`src/xee_fifo.sv`:
```
// Job queue between front end and back end.
module xee_fifo #(
    parameter int WIDTH = 8,
    parameter int DEPTH = 4
) (
    input  logic             clk,
    input  logic             rst_n,
    input  logic             push,
    input  logic [WIDTH-1:0] push_data,
    output logic             full,
    input  logic             pop,
    output logic [WIDTH-1:0] pop_data,
    output logic             not_empty
);

    localparam int PTR_W = (DEPTH > 1) ? $clog2(DEPTH) : 1;
    localparam int CNT_W = $clog2(DEPTH + 1);

    logic [WIDTH-1:0] mem_reg [DEPTH];
    logic [PTR_W-1:0] wr_ptr_reg, rd_ptr_reg;
    logic [CNT_W-1:0] count_reg;

    function automatic logic [PTR_W-1:0] bump(input logic [PTR_W-1:0] p);
        return (p == PTR_W'(DEPTH - 1)) ? '0 : p + PTR_W'(1);
    endfunction

    assign full      = (count_reg == CNT_W'(DEPTH));
    assign not_empty = (count_reg != '0);
    assign pop_data  = mem_reg[rd_ptr_reg];

    // Advance pointers and fill level
    always_ff @(posedge clk or negedge rst_n)
    begin
        if (!rst_n)
        begin
            wr_ptr_reg <= '0;
            rd_ptr_reg <= '0;
            count_reg  <= '0;
        end
        else
        begin
            if (push)
            begin
                wr_ptr_reg <= bump(wr_ptr_reg);
            end
            if (pop)
            begin
                rd_ptr_reg <= bump(rd_ptr_reg);
            end
            if (push && !pop)
            begin
                count_reg <= count_reg + CNT_W'(1);
            end
            else if (pop && !push)
            begin
                count_reg <= count_reg - CNT_W'(1);
            end
        end
    end

    // Store entries
    always_ff @(posedge clk)
    begin
        if (push)
        begin
            mem_reg[wr_ptr_reg] <= push_data;
        end
    end

endmodule

```
`config.mk`:
```
export PLATFORM = sky130hd
export DESIGN_NAME = xee_fifo
export DESIGN_NICKNAME = d
export VERILOG_FILES = /design/src/xee_fifo.sv
export SDC_FILE = /design/constraint.sdc
export NUM_CORES = 1
export LEC_CHECK = 0
export BUFFER_PORTS_ARGS = -buffer_cell sky130_fd_sc_hd__buf_4
export CORE_MARGIN = 4
export CORE_UTILIZATION = 50
export CTS_CLUSTER_SIZE = 20
export DETAILED_ROUTE_END_ITERATION = 6
export GPL_TIMING_DRIVEN = 0
export PLACE_DENSITY = 0.78
export SLEW_MARGIN = 10
export SYNTH_ARGS = -nofsm -noshare
export SYNTH_HDL_FRONTEND = slang
export SYNTH_SLANG_ARGS = --single-unit
```
`constraint.sdc`:
```
create_clock -name clk -period 1.6 [get_ports clk]
set_clock_uncertainty 0.1 [all_clocks]
set_input_delay 0.24 -clock clk [delete_from_list [all_inputs] [get_ports clk]]
set_output_delay 0.24 -clock clk [all_outputs]
set_load 0.02 [all_outputs]
```
# Yosys cells after proc, flatten, opt, wreduce, memory -nomap -nowiden
# Memories as Yosys holds them, arrays and structs flattened.
# Cells that the tools add are included.
# Widths: inputs -> output; s select.
[word_totals] regBits=7 ramBits=32 output_inout_bits=10 elab_cells=23 memories=1
[mem_list] name="mem_reg" depth=4 word_bits=8 read_ports=1 rd_ports_with_merged_regs=0 write_ports=1 line_no="19" rtl="logic [WIDTH-1:0] mem_reg [DEPTH];"
[op_classes] addsub=4 n_eq_ne=3 n_mux=6 reduce_logical=6
[op_table] operator="$mux 3" count=2
[op_table] operator="$add 2x1->2 const B" count=2
[op_table] operator="$eq 2x2->1 const B" count=2
[op_table] operator="$mux 2" count=2
[op_table] operator="$add 3x1->3 const B" count=1
[op_table] operator="$eq 3x3->1 const B" count=1
[op_table] operator="$reduce_bool 3->1" count=1
[op_table] operator="$sub 3x1->3 const B" count=1
[op_table] operator="$logic_and 1x1->1" count=2
[op_table] operator="$logic_not 1->1" count=2
[op_table] operator="$mux 1" count=2
[op_table] operator="$reduce_bool 2->1" count=1

# Depth between registers and ports, before layout
[depth] word_depth=4 ltp_mapped=7 ltp_nobuf=7

# Least setup slack after synthesis
# OpenSTA, ideal clock, no wires.
[synth_timing] path_type="input to register" from="input pop" to="register count_reg[2]" setup_time_ps=79 t_arrival_ps=1269 required_time_ps=1421 path_slack_ps=152 stages=7 path_buffers=0 cell_sequence="inv_1 -> ha_1 -> inv_1 -> fa_1 -> xor2_1 -> nor2_1 -> xor2_1"
[synth_via] elab_chain_len=3 elab_cells_between_ends=5
[synth_rtl] item="start, declared" line_no="11" rtl="input logic pop,"
[synth_rtl] item="$logic_not 1->1" line_no="50" rtl="if (push && !pop)"
[synth_rtl] item="$logic_and 1x1->1" line_no="50"
[synth_rtl] item="$mux 3 or $reduce_bool 2->1 (tied branches)"
[synth_rtl] item="end signal, assigned" line_no="52" rtl="count_reg <= count_reg + CNT_W'(1);"
[synth_rtl] item="end signal, assigned" line_no="56" rtl="count_reg <= count_reg - CNT_W'(1);"
[synth_rtl] item="end, declared" line_no="21" rtl="logic [CNT_W-1:0] count_reg;"
# Parallel ways exist; a longest one is shown, timed or not.
# A chain may end at the register's enable or synchronous reset.

# Worst setup path in the final report
[layout_timing] from="register rd_ptr_reg[0]" to="output pop_data[1]"
[layout_via] elab_chain_len=1
[layout_rtl] item="start, declared" line_no="20" rtl="logic [PTR_W-1:0] wr_ptr_reg, rd_ptr_reg;"
[layout_rtl] item="start signal, assigned" line_no="48" rtl="rd_ptr_reg <= bump(rd_ptr_reg);"
[layout_rtl] item="$mem_v2 4x8"
[layout_rtl] item="end, declared" line_no="12" rtl="output logic [WIDTH-1:0] pop_data,"
# No other way between the ends.

==> impl_results.rst <==
.. list-table::
   :header-rows: 1

   * - Metric
     - Value
   * - Status
     - finished, violations left
   * - Failing checks
     - setup timing
   * - Antenna violations before repair
     - 0
   * - Grt ovf
     - 0
   * - Final Critical Period
     - 1.92 ns
   * - Final total power
     - 3.28 mW
   * - Type of element capturing the critical path
     - output pin
   * - Share of the synthesized area in compound gates (AO/OA/AOI/OAI)
     - 1.20%
   * - Total wire length
     - 2740 µm
   * - Total power density per cell area
     - 1640 mW/mm²
   * - Highest ir drop seen on vdd
     - 724 µV
   * - Initial DRC Count
     - 35
   * - Placement row count
     - 20
   * - Final setup slack of the worst path
     - -0.323 ns
   * - CP startpoint kind
     - flip-flop
   * - Dominant cells by area after synthesis
     - edfxtp_1, mux4_2, dfrtp_1
   * - Final setup violating endpoints
     - 9
   * - Clock transition at the registers of the reported paths
     - 0.11 ns
   * - Part of the total power dissipated in combinational logic
     - 40.9%
   * - Number of flip-flops in the largest register
     - 32
   * - Clock buffers created by TritonCTS
     - 5
   * - Switching share of power
     - 32.2%
   * - Endpoint required time on the critical path
     - 1.26 ns
   * - Multiplexer share of the synthesized area
     - 12.9%
   * - Max-slew violations
     - 0
   * - Buffers from clock root to sink, at most
     - 2
   * - Cell internal power dissipation
     - 2.22 mW
   * - Maximum capacitance violations
     - 0
   * - Transition time of the tightest slew-check pin
     - 0.453 ns
   * - Number of nets still failing antenna checks after routing
     - 0
   * - Chip width
     - 64.0 µm
   * - Sequential group share of total power
     - 44.6%
   * - IO Pins
     - 22
   * - Worst slew margin relative to its limit
     - 69.8%
   * - Proportion of layout cells with a drive suffix above 1
     - 39.8%
   * - Count of flip-flops with a built-in enable after synthesis
     - 32
   * - Global-route usage over all layers
     - 15.3%
   * - Post-route worst hold slack
     - 0.0432 ns
   * - Portion of total power attributed to the clock network
     - 14.5%
   * - Post-synthesis average cell area
     - 19.9 µm²
   * - Per-cell routed wire length
     - 16.9 µm
   * - Post-CTS Setup Bufs
     - 0
   * - Drt drc
     - 0
   * - Routability congestion estimate
     - 0.714
   * - Top FF cell, synth
     - edfxtp_1
   * - Die boundary height
     - 64.0 µm
   * - Cell taking the most area after synthesis
     - edfxtp_1
   * - Sequential share of the synthesized area
     - 72.4%
   * - Via count of the routed design
     - 815
   * - Vias per Instance
     - 5.03
   * - Core box area
     - 0.00303 mm²
   * - Class of the most critical setup path
     - flip-flop to output pin
   * - Worst-path fanout max
     - 5
   * - Largest net degree at the start of global routing
     - 12
   * - Htree depth
     - 2
   * - Min-Delay Path Class
     - primary input to flip-flop
   * - Crit path buffers/inverters
     - 2
   * - Initial cell density of the core
     - 51.8%
   * - Post-Synthesis Cells
     - 79
   * - Net switching power of the design
     - 1.06 mW
   * - Final-report hold violation count
     - 0
   * - Detailed Routing Iterations Pass 1
     - 4
   * - Clock latency on the worst-skew pair
     - 0.33 ns
   * - Total standard cell area after synthesis
     - 0.00157 mm²
   * - Nets in the synthesized netlist
     - 98
   * - Final critical-path share of the clock period
     - 120%
   * - Half-perimeter wire length of the detailed placement result
     - 1740 µm
   * - TritonCTS clock tree
     - yes
   * - Setup repair after global routing missed its margin
     - true
   * - Die Area
     - 0.00410 mm²
   * - Max Clock Freq
     - 520 MHz
   * - Arrival time at the worst endpoint
     - 1.58 ns
   * - Count of state elements after synthesis
     - 39
   * - Count of synthesis-stage warnings from yosys
     - 0
   * - Net total in the final layout
     - 136
   * - Delay of the slowest cell on the worst path
     - 0.50 ns
   * - Simple logic cell fraction of the synthesized area
     - 3.75%
   * - Adder-cell area share of the yosys netlist
     - 6.06%
   * - Parity-gate share of the synthesized area counting xor and xnor cells
     - 1.67%
   * - Post-synthesis async set-or-reset flop share
     - 17.9%
   * - Kind of cell with the highest combined delay on the critical path
     - multiplexers
   * - Global-route wire length before repair
     - 4420 µm
   * - CP max-delay cell
     - mux4_2
   * - Number of global-route vias before repair
     - 879
   * - Number of sinks on the clock net
     - 39
   * - Leak Pwr
     - 0.755 nW
   * - Combinational family with the most area after synthesis
     - multiplexers
   * - Cell at the root of the clock tree
     - clkbuf_4
   * - Area share of the largest cell type after synthesis
     - 61.2%
   * - Cell-by-cell trace of the critical path
     - clkbuf_16 -> mux4_2 -> buf_6
   * - Antenna cell count
     - 0
   * - Count of cell types in the netlist
     - 19
   * - Area growth from synthesis to final layout
     - 27.4%
   * - Count of input and output buffers
     - 21
[worst paths after layout]
check / from / end / slack (ns) / depth (start not counted)
worst max-delay path: rd_ptr_reg[0] / pop_data[1] / -0.32 / 3
worst min-delay path: push / wr_ptr_reg[0] / 0.04 / 2
worst max register to register: count_reg[0] / count_reg[2] / 0.09 / 4
worst min register to register: count_reg[2] / count_reg[2] / 0.42 / 1
max in group asynchronous: rst_n / count_reg[1] / 1.10 / 2
min in group asynchronous: rst_n / count_reg[0] / 0.16 / 2
[power by group through the flow]
stage | clock, mW | sequential (mW) | combinational (mW)
3_5_place_dp | 0 | 1.47 | 1.16
6_report | 0.475 | 1.46 | 1.34
4_1_cts | 0.485 | 1.45 | 1.29
5_1_grt | 0.550 | 1.49 | 1.44
3_3_place_gp | 0 | 1.45 | 1.11
2_1_floorplan | 0 | 1.43 | 0.775
[worst reg2reg max path, delay by kind of cell, from the launching register on]
kind / cells / cell delay [ns]
adders and majority gates: 1 / 0.44
xor gates and xnor gates: 2 / 0.31
and+or+nand+nor: 1 / 0.13
DFF: 1 / 0.46
[Yosys cell counts (2+ instances only)]
cell / n
and2_1: 4
dfrtp_1: 7
edfxtp_1: 32
ha_1: 6
inv_1: 4
mux2_2: 2
mux4_2: 8
nand2_1: 2
nor2_1: 2
o21ai_0: 2
xor2_1: 2
[placed cells by master (no fill, tap or decap), types with 4 or more instances in the layout]
master / count
mux4_2: 8
edfxtp_1: 32
clkbuf_4: 5
buf_6: 9
dlygate4sd3_1: 9
dfrtp_1: 5
ha_1: 6
buf_4: 12
inv_1: 4
[kinds of logic after synthesis]
family	count (synthesis)
flops	39
simple gates	11
mux	10
fa+ha+maj	7
buf+inv	6
compound gates	3
xor+xnor	3
[per-stage QoR]
stage	setup TNS, ns	util (%)	instances	cell area (µm²)	worst slack [ns]
2_1_floorplan	0	-	79	1570	0.152
3_3_place_gp	-0.0233	58.8	144	1780	-0.0233
3_5_place_dp	-0.0792	58.8	144	1780	-0.0673
4_1_cts	-2.81	64.7	161	1960	-0.350
5_1_grt	-3.09	66.0	162	2000	-0.379
6_report	-2.52	66.0	162	2000	-0.323
[repair_timing]
| action | in CTS | in global routing |
|---|---|---|
| hold buffers | 9 | 0 |
| cloned | 0 | 1 |
| resized for setup | 10 | 6 |
| endpoints found under the hold margin | 39 | 0 |
| setup endpoints to repair | 9 | 23 |
[metal layers]
layer  vias up  share of wire [%]  track usage [%]
met4         0               0.91             6.47
li1        376                  -                -
met2        16                 54             24.3
met1       421                 41             18.1
met5         -                  0                0
met3         2                4.1             6.68
[layout make-up]
type | instances | area, µm²
timing repair buffer | 31 | 307
sequential | 39 | 1140
buffer | 2 | 20.0
multi-input combinational | 34 | 414
fill | 212 | 1030
inverter | 4 | 15.0
clock inverter | 1 | 5.00
clock buffer | 7 | 45.0
tap | 44 | 55.1
Power figures use the tool's default switching activity.
