`src/xee_pkg.sv`:
```
// Shared types, character codes and helper functions of the entity escaper.
package xee_pkg;

    // Field widths
    localparam int CP_W    = 21;
    localparam int CH_W    = 7;
    localparam int DIGIT_W = 4;

    // Sequencer index and decimal converter sizes
    localparam int IDX_W      = 3;
    localparam int DEC_DIGITS = 7;
    localparam int DCNT_W     = 3;

    // Divide by ten: q = (v * DIV10_MUL) >> DIV10_SHIFT, exact for v below 2**22
    localparam int DIV10_MUL_W             = 22;
    localparam logic [DIV10_MUL_W-1:0] DIV10_MUL = 22'd3355444;
    localparam int DIV10_SHIFT             = 25;
    localparam int DIV_PROD_W              = CP_W + DIV10_MUL_W;

    // ASCII characters written by the back end
    localparam logic [CH_W-1:0] CH_AMP   = 7'h26;
    localparam logic [CH_W-1:0] CH_HASH  = 7'h23;
    localparam logic [CH_W-1:0] CH_SEMI  = 7'h3B;
    localparam logic [CH_W-1:0] CH_ZERO  = 7'h30;
    localparam logic [CH_W-1:0] CH_THREE = 7'h33;
    localparam logic [CH_W-1:0] CH_EIGHT = 7'h38;

    // Code points examined by the front end
    localparam logic [CP_W-1:0] CP_AMP   = 21'd38;
    localparam logic [CP_W-1:0] CP_HASH  = 21'd35;
    localparam logic [CP_W-1:0] CP_SEMI  = 21'd59;
    localparam logic [CP_W-1:0] CP_ZERO  = 21'd48;
    localparam logic [CP_W-1:0] CP_NINE  = 21'd57;
    localparam logic [CP_W-1:0] CP_LT    = 21'd60;
    localparam logic [CP_W-1:0] CP_GT    = 21'd62;
    localparam logic [CP_W-1:0] CP_QUOT  = 21'd34;
    localparam logic [CP_W-1:0] CP_APOS  = 21'd39;
    localparam logic [CP_W-1:0] CP_SLASH = 21'd47;
    localparam logic [CP_W-1:0] CP_ASCII_LIMIT = 21'd128;

    // Leading text of a job
    typedef enum logic [1:0] {
        PRE_NONE,       // nothing
        PRE_AMP,        // "&#38;"
        PRE_AMPHASH,    // "&#38;#"
        PRE_HASH        // "&#"
    } pre_kind_t;

    // Trailing text of a job, after the held digits
    typedef enum logic [1:0] {
        TAIL_NONE,      // nothing
        TAIL_RAW,       // the code point as one ASCII character
        TAIL_SEMI,      // ";"
        TAIL_NUM        // "&#" decimal(code point) ";"
    } tail_kind_t;

    // Control part of one job passed from front end to back end
    typedef struct packed {
        logic                last;
        pre_kind_t           pre;
        tail_kind_t          tail;
        logic [CP_W-1:0]     code_point;
    } job_ctl_t;

    // Index of the final character of a leading text
    function automatic logic [IDX_W-1:0] prefix_last_idx(input pre_kind_t pre);
        logic [IDX_W-1:0] r;
        case (pre)
            PRE_AMP:     r = 3'd4;
            PRE_AMPHASH: r = 3'd5;
            PRE_HASH:    r = 3'd1;
            default:     r = 3'd0;
        endcase
        return r;
    endfunction

    // All leading texts share the spelling "&#38;#", cut at different lengths
    function automatic logic [CH_W-1:0] prefix_char(input logic [IDX_W-1:0] idx);
        logic [CH_W-1:0] r;
        case (idx)
            3'd0:    r = CH_AMP;
            3'd1:    r = CH_HASH;
            3'd2:    r = CH_THREE;
            3'd3:    r = CH_EIGHT;
            3'd4:    r = CH_SEMI;
            default: r = CH_HASH;
        endcase
        return r;
    endfunction

endpackage

```
`src/xee_in_if.sv`:
```
// Input channel: one code point word per handshake.
interface xee_in_if import xee_pkg::*; ();
    logic            valid;
    logic            ready;
    logic [CP_W-1:0] code_point;
    logic            is_last;

    modport source (output valid, output code_point, output is_last, input ready);
    modport sink   (input valid, input code_point, input is_last, output ready);
endinterface

```
`src/xee_front.sv`:
```
// Front end: accepts code points, tracks entity state and classifies each word into a job.
module xee_front import xee_pkg::*; #(
    parameter int MAX_ENTITY_DIGITS = 4,
    parameter int CNT_W             = 3
) (
    input  logic                                 clk,
    input  logic                                 rst_n,
    xee_in_if.sink                               points,
    input  logic                                 q_full,
    output logic                                 push,
    output job_ctl_t                             job_ctl,
    output logic [CNT_W-1:0]                     job_n,
    output logic [MAX_ENTITY_DIGITS*DIGIT_W-1:0] job_held
);

    typedef enum logic [1:0] {
        M_PLAIN,
        M_AMP,
        M_NUM
    } mode_t;

    mode_t              mode_reg, mode_next;
    logic [CNT_W-1:0]   cnt_reg, cnt_next;
    logic [DIGIT_W-1:0] held_reg  [MAX_ENTITY_DIGITS];
    logic [DIGIT_W-1:0] held_next [MAX_ENTITY_DIGITS];

    logic            accept;
    logic            make_job;
    logic            wr_digit;
    logic [CP_W-1:0] c;
    logic            is_digit;
    pre_kind_t       pre;
    tail_kind_t      tail;
    logic [CNT_W-1:0] n_out;

    // Tail for a character that ends up escaped or written as is
    function automatic tail_kind_t tail_of(input logic [CP_W-1:0] cp);
        logic special;
        special = (cp == CP_LT) || (cp == CP_GT) || (cp == CP_QUOT) ||
                  (cp == CP_APOS) || (cp == CP_SLASH) || (cp >= CP_ASCII_LIMIT);
        return special ? TAIL_NUM : TAIL_RAW;
    endfunction

    assign points.ready = !q_full;
    assign accept       = points.valid && points.ready;
    assign c            = points.code_point;
    assign is_digit     = (c >= CP_ZERO) && (c <= CP_NINE);

    // Classify the word against the entity state
    always_comb
    begin
        make_job  = 1'b0;
        pre       = PRE_NONE;
        tail      = TAIL_NONE;
        n_out     = '0;
        wr_digit  = 1'b0;
        mode_next = mode_reg;
        cnt_next  = cnt_reg;

        case (mode_reg)
            M_AMP:
            begin
                if (c == CP_HASH)
                begin
                    mode_next = M_NUM;
                    cnt_next  = '0;
                    if (points.is_last)
                    begin
                        make_job = 1'b1;
                        pre      = PRE_AMPHASH;
                    end
                end
                else
                begin
                    make_job  = 1'b1;
                    pre       = PRE_AMP;
                    tail      = tail_of(c);
                    mode_next = M_PLAIN;
                end
            end
            M_NUM:
            begin
                if (is_digit && (cnt_reg < CNT_W'(MAX_ENTITY_DIGITS)))
                begin
                    wr_digit = 1'b1;
                    cnt_next = cnt_reg + CNT_W'(1);
                    if (points.is_last)
                    begin
                        make_job = 1'b1;
                        pre      = PRE_AMPHASH;
                        n_out    = cnt_reg + CNT_W'(1);
                    end
                end
                else if (c == CP_SEMI)
                begin
                    make_job  = 1'b1;
                    tail      = TAIL_SEMI;
                    mode_next = M_PLAIN;
                    if (cnt_reg == '0)
                    begin
                        pre = PRE_AMPHASH;
                    end
                    else
                    begin
                        pre   = PRE_HASH;
                        n_out = cnt_reg;
                    end
                end
                else
                begin
                    make_job  = 1'b1;
                    pre       = PRE_AMPHASH;
                    n_out     = cnt_reg;
                    tail      = tail_of(c);
                    mode_next = M_PLAIN;
                end
            end
            default:
            begin
                mode_next = M_PLAIN;
                if (c == CP_AMP)
                begin
                    if (points.is_last)
                    begin
                        make_job = 1'b1;
                        pre      = PRE_AMP;
                    end
                    else
                    begin
                        mode_next = M_AMP;
                    end
                end
                else
                begin
                    make_job = 1'b1;
                    tail     = tail_of(c);
                end
            end
        endcase

        // End of text drops any entity in progress
        if (points.is_last)
        begin
            mode_next = M_PLAIN;
            cnt_next  = '0;
        end

        // Insert the new digit at the next free slot
        for (int i = 0; i < MAX_ENTITY_DIGITS; i++)
        begin
            held_next[i] = (wr_digit && (cnt_reg == CNT_W'(i))) ? c[DIGIT_W-1:0]
                                                                 : held_reg[i];
        end
    end

    // Drive the job toward the queue
    always_comb
    begin
        push                   = accept && make_job;
        job_ctl.last           = points.is_last;
        job_ctl.pre            = pre;
        job_ctl.tail           = tail;
        job_ctl.code_point     = c;
        job_n                  = n_out;
        for (int i = 0; i < MAX_ENTITY_DIGITS; i++)
        begin
            job_held[i*DIGIT_W +: DIGIT_W] = held_next[i];
        end
    end

    // Hold entity state
    always_ff @(posedge clk or negedge rst_n)
    begin
        if (!rst_n)
        begin
            mode_reg <= M_PLAIN;
            cnt_reg  <= '0;
        end
        else if (accept)
        begin
            mode_reg <= mode_next;
            cnt_reg  <= cnt_next;
        end
    end

    // Hold digits of the entity being checked
    always_ff @(posedge clk)
    begin
        if (accept && wr_digit)
        begin
            held_reg <= held_next;
        end
    end

endmodule

```
`src/flat_wrapper.sv`:
```
// flat-port wrapper written by rule: the top's interface ports become plain ports
module xee_front_flat import xee_pkg::*;
#(
    parameter int MAX_ENTITY_DIGITS = 4,
    parameter int CNT_W             = 3
)
  (clk, rst_n, q_full, push, job_ctl, job_n, job_held, points_valid, points_code_point, points_is_last, points_ready);
  xee_in_if points_i ();
  input  logic clk;
  input  logic rst_n;
  input  logic q_full;
  output logic push;
  output job_ctl_t job_ctl;
  output logic [CNT_W-1:0] job_n;
  output logic [MAX_ENTITY_DIGITS*DIGIT_W-1:0] job_held;
  input wire logic [$bits(points_i.valid)-1:0] points_valid;
  input wire logic [$bits(points_i.code_point)-1:0] points_code_point;
  input wire logic [$bits(points_i.is_last)-1:0] points_is_last;
  output wire logic [$bits(points_i.ready)-1:0] points_ready;
  assign points_i.valid = points_valid;
  assign points_i.code_point = points_code_point;
  assign points_i.is_last = points_is_last;
  assign points_ready = points_i.ready;
  xee_front #(.MAX_ENTITY_DIGITS(MAX_ENTITY_DIGITS), .CNT_W(CNT_W)) u_core (.clk(clk), .rst_n(rst_n), .points(points_i), .q_full(q_full), .push(push), .job_ctl(job_ctl), .job_n(job_n), .job_held(job_held));
endmodule
```
`config.mk`:
```
export PLATFORM = sky130hd
export DESIGN_NAME = xee_front_flat
export DESIGN_NICKNAME = d
export VERILOG_FILES = /design/src/xee_pkg.sv /design/src/xee_in_if.sv /design/src/xee_front.sv /design/src/flat_wrapper.sv
export SDC_FILE = /design/constraint.sdc
export NUM_CORES = 1
export LEC_CHECK = 0
export BUFFER_PORTS_ARGS = -buffer_cell sky130_fd_sc_hd__clkbuf_2
export CELL_PAD_IN_SITES_DETAIL_PLACEMENT = 1
export CELL_PAD_IN_SITES_GLOBAL_PLACEMENT = 1
export CORE_ASPECT_RATIO = 0.6
export CORE_MARGIN = 2
export CORE_UTILIZATION = 35
export DETAILED_ROUTE_END_ITERATION = 8
export GPL_TIMING_DRIVEN = 1
export MAX_ROUTING_LAYER = met4
export PLACE_DENSITY = 0.91
export SYNTH_ARGS = -nofsm -noshare
export SYNTH_HDL_FRONTEND = slang
export SYNTH_SLANG_ARGS = --single-unit
```
`constraint.sdc`:
```
create_clock -name clk -period 2.7 [get_ports clk]
set_input_delay 0 -clock clk [delete_from_list [all_inputs] [get_ports clk]]
set_output_delay 0 -clock clk [all_outputs]
set_load 0.005 [all_outputs]
```
# Word level (Yosys, flattened, before mapping)
# Cells that the tools add are included.
[classes]
n_mux = 39
addsub = 1
eq_ne = 16
n_reduce_logical = 19
magnitude_cmp = 4
[ops]
columns = ["operator", "count"]
rows = [
  ["equality test 21 x 6 -> 1 bit, second input constant", 8],
  ["two-way mux 2 bit", 12],
  ["two-way mux 3 bit", 8],
  [">= comparator 21 x 6 -> 1 bit, second input constant", 1],
  [">= comparator 21 x 8 -> 1 bit, second input constant", 1],
  ["<= comparator 21 x 6 -> 1 bit, second input constant", 1],
  ["two-way mux 4 bit", 4],
  ["one-hot mux 2 bit (2 select lines)", 3],
  ["two-way mux 1 bit", 10],
  ["logical AND 1 bit", 9],
  ["equality test 3 x 2 -> 1 bit, second input constant", 2],
  ["inequality test 3 x 2 -> 1 bit, second input constant", 2],
  ["one-hot mux 3 bit (2 select lines)", 1],
  ["logical OR 1 bit", 5],
  ["AND reduction 4 bit", 1],
  ["adder 3 x 1 -> 3 bit, second input constant", 1],
  ["equality test 3 x 1 -> 1 bit, second input constant", 1],
  ["logical NOT 3 bit", 1],
  ["less-than comparator 3 bit, second input constant", 1],
  ["inequality test 3 bit, second input constant", 1],
  ["nonzero test 3 bit", 1],
  ["equality test 2 x 1 -> 1 bit, second input constant", 1],
  ["equality test 2 bit, second input constant", 1],
  ["one-hot mux 1 bit (2 select lines)", 1],
  ["other kinds (2)", 2],
]
[totals]
input_bits = 26
reg_bits = 21
output_inout_bits = 47
word_cells = 85

# Longest topological paths before layout
[depth]
ltp_word = 10
ltp_mapped = 7
ltp_nobuf = 7

# Worst setup path after synthesis
# OpenSTA, ideal clock, no wires.
[synth_path]
kind = "flip-flop to flip-flop"
startpoint = "register u_core.mode_reg[0]"
endpoint = "register u_core.held_reg[0] in the netlist's numbering (enable)"
setup_ns = 0.374
t_arrival_ns = 1.508
path_stages_with_launch = 5
n_path_buf = 1
path_slack_ns = 0.819
synth_period_minus_slack_ns = 1.881
path_cell_list = "dfrtp_1 -> inv_1 -> ha_1 -> clkbuf_1 -> and3_1"
[synth_between]
elab_chain_len = 3
[synth_rtl]
columns = ["item", "line", "rtl"]
rows = [
  ["start: declaration", "xee_front.sv:22", "mode_t mode_reg, mode_next;"],
  ["start signal: assignment", "xee_front.sv:181", "mode_reg <= mode_next;"],
  ["equality test 2 bit", "xee_front.sv:60", "case (mode_reg)"],
  ["two-way mux 1 bit", "xee_front.sv:60", ""],
  ["logical AND 1 bit", "xee_front.sv:189", "if (accept && wr_digit)"],
  ["end signal: assignment", "xee_front.sv:191", "held_reg <= held_next;"],
  ["end: declaration", "xee_front.sv:24", "logic [DIGIT_W-1:0] held_reg [MAX_ENTITY_DIGITS];"],
]
# No other way between the ends.
# A chain may end at the register's enable or synchronous reset.

==> impl_metrics.py <==
metrics = {
    "final_layout": {
        "final_cells": 277,
        "drive_above_1_share_pct": 46.3,
        "nNetsFinal": 248,
        "largest_reg_flops": 16,
        "syn2layout_area_growth_pct": 19.6,
        "diodes": 0,
        "stdcell_area_sq_mm": 0.00195,
    },
    "detailed_routing": {
        "avgRoutedWirePerCell_um": 15.4,
        "dr.pass1.iters": 4,
        "num_vias": 1413,
        "postRouteAntennaNets": 0,
        "viasPerCell": 5.10,
        "routed_wl_um": 4260,
        "drt_iter0_markers": 67,
        "drcViolationCount": 0,
    },
    "timing": {
        "rsz0062_at_grt": "false",
        "setup_viol": 0,
        "worst_pin_slew_ns": 0.580,
        "worst_slack_ns": 0.480,
        "hold_viol": 0,
        "max_clock_freq_mhz": 450,
        "drv_slew": 0,
        "min_period_ns": 2.22,
        "period_share_pct": 82.2,
        "relSlewSlack_pct": 61.0,
        "tns_ns": 0,
        "clock_skew_ns": 0.00326,
    },
    "clocking": {
        "clk_pin_slew_ns": 0.07,
        "cts_buffers": 3,
        "cts_sinks": 21,
        "clock_latency_ns": 0.26,
        "htreeDepth": 1,
        "cts.path.max_buffers": 2,
        "clockRootBuffer": "clkbuf_8",
        "cts_tree": "yes",
        "post_cts_buffers": 0,
    },
    "worst_setup_path": {
        "crit_fanout": 16,
        "crit_path_top_delay_cell": "ha_1",
        "path_cells": "inv_1 > ha_1 > o31ai_1 > o41ai_1 > o21bai_1 > clkbuf_2",
        "critPathBufInv": 2,
        "cp_data_required_time_ns": 2.70,
        "arrival_ns": 2.22,
        "worst-path-stages": 6,
        "cp_top_family": "compound AO/OA/AOI/OAI gates",
        "endpoint_kind": "output pin",
        "startpoint_type": "flip-flop",
        "max_stage_delay_ns": 0.52,
        "crit_type": "flip-flop to output pin",
        "reg2regPathDepth": 6,
    },
    "floorplan": {
        "io_pins": 73,
        "die_w_um": 92.1,
        "initial_utilization_pct": 36.1,
        "row_count": 19,
        "die_y_um": 56.9,
        "core_region_area_sq_mm": 0.00452,
        "dieArea_sq_mm": 0.00524,
    },
    "synth": {
        "synth_cell_types": 42,
        "syn_nets": 197,
        "syn_area_per_cell_sq_um": 9.94,
        "postSynthCellCount": 164,
        "synth_edf_count": 16,
        "syn_area_sq_mm": 0.00163,
        "yosysWarnings": 0,
        "ys_ff_latch": 21,
        "ys_seq_area_share_pct": 37.1,
        "async_flop_share_pct": 23.8,
        "synth_flop_cell": "edfxtp_1",
    },
    "global_route": {
        "grt_max_degree": 17,
        "antenna_found_initial": 0,
        "grt_pass1_wl_um": 6920,
        "grt_pass1_vias": 1456,
        "grt-ovfl-total": 0,
        "track_usage_pct": 16.8,
    },
    "min_path": {
        "hold_class": "input pin to async pin",
    },
    "power": {
        "leakagePower_nw": 0.736,
        "ir_drop_v": 0.000243,
        "powerDensity_mw_per_mm2": 321,
        "power.total_mw": 0.625,
    },
    "placement": {
        "place_inst": 272,
        "place_ws_ns": 0.742,
        "place_area_sq_mm": 0.00189,
        "dp_hpwl_um": 3450,
        "place.gp.congestion": 0.834,
        "portBuffers": 72,
    },
    "run_status": {
        "status": "finished, final reports clean",
    },
    "job": {
        "drv_cap": 0,
    },
}
-- final timing paths --
check                      slack [ns]               start                 end
setup / recovery                 0.48  u_core.mode_reg[0]         job_ctl[23]
hold / removal                   0.09               rst_n   u_core.cnt_reg[0]
hold reg to reg                  0.56  u_core.mode_reg[1]  u_core.mode_reg[1]
max in group asynchronous        2.48               rst_n   u_core.cnt_reg[2]
min in group clk                 0.18              q_full  u_core.mode_reg[0]
setup reg to reg                 0.74  u_core.mode_reg[0]   u_core.cnt_reg[0]
-- layout by cell type (no fill, tap or decap), types with 2 or more instances in the layout --
cell type	count
nor2b_1	3
buf_4	3
nor4_1	5
or4_1	3
and4b_1	2
nand3_2	2
nand3_1	5
nand4_1	3
ha_1	7
inv_1	9
clkbuf_2	72
mux2_2	16
nor2_1	6
or3_1	2
o41ai_1	2
nand2_1	9
o21ai_0	2
nand2b_1	2
clkbuf_8	3
o31ai_1	2
a21oi_1	8
nor3_1	4
o21a_1	3
dfrtp_1	5
a31oi_1	2
edfxtp_1	16
-- layout make-up --
class | count | area (sq um)
Clock buffer | 3 | 41.3
Sequential cell | 21 | 606
Tap cell | 63 | 78.8
Clock inverter | 1 | 5.00
Timing Repair Buffer | 76 | 393
Fill cell | 552 | 2570
Inverter | 9 | 33.8
Multi-Input combinational cell | 104 | 793
-- timing repair --
item                                   in CTS  in global routing
endpoints found under the hold margin       5                  0
resized for setup                           0                  0
hold buffers                                1                  0
-- logic make-up (layout without fill, tap and decap cells) --
kind of cell	Yosys count	in the layout	synth area share (%)
multiplexers	17	17	11.7
AND/OR/NAND/NOR	50	50	17.5
buffers and inverters	39	89	14.2
adder cells (fa/ha/maj)	7	7	5.37
flip-flops	21	21	37.1
AO/OA/AOI/OAI	30	30	14.0
-- where the power goes --
group	total [mW]	switching [mW]	internal, mW	leakage, nW
Clock	0.205	0.102	0.103	0.0255
Combinational	0.0767	0.0432	0.0335	0.552
Sequential	0.343	0.0000000340	0.343	0.159
-- worst reg2reg max path, stage by stage (launching register included) --
cell	delay [ns]
dfrtp_1	0.41
inv_1	0.08
ha_1	0.52
a21oi_1	0.21
o32ai_4	0.20
o21ai_1	0.15
mux2_2	0.28
-- metrics by stage --
step,util [%],hold WS (ns)
6_report,43.2,0.0869
5_1_grt,43.2,0.111
4_1_cts,43.2,0.0861
3_5_place_dp,41.9,-0.177
3_3_place_gp,41.9,-0.177
2_1_floorplan,-,-0.296
-- Yosys cell counts, types with 4 or more instances --
library cell | number | area (sq um)
a21oi_1 | 8 | 40.0
buf_4 | 22 | 165
clkbuf_1 | 6 | 22.5
dfrtp_1 | 5 | 125
edfxtp_1 | 16 | 480
ha_1 | 7 | 87.6
inv_1 | 9 | 33.8
mux2_2 | 16 | 180
nand2_1 | 9 | 33.8
nand3_1 | 5 | 25.0
nor2_1 | 6 | 22.5
nor3_1 | 4 | 20.0
nor4_1 | 5 | 31.3
-- metal layers --
metal / vias up / routed length (um) / GRT usage, %
met5: - / 0 / -
met4: 0 / 25 / 3.20
met3: 2 / 346 / 3.76
met2: 58 / 1860 / 27.3
met1: 664 / 2030 / 22.0
li1: 689 / - / -
Power figures use the tool's default switching activity.
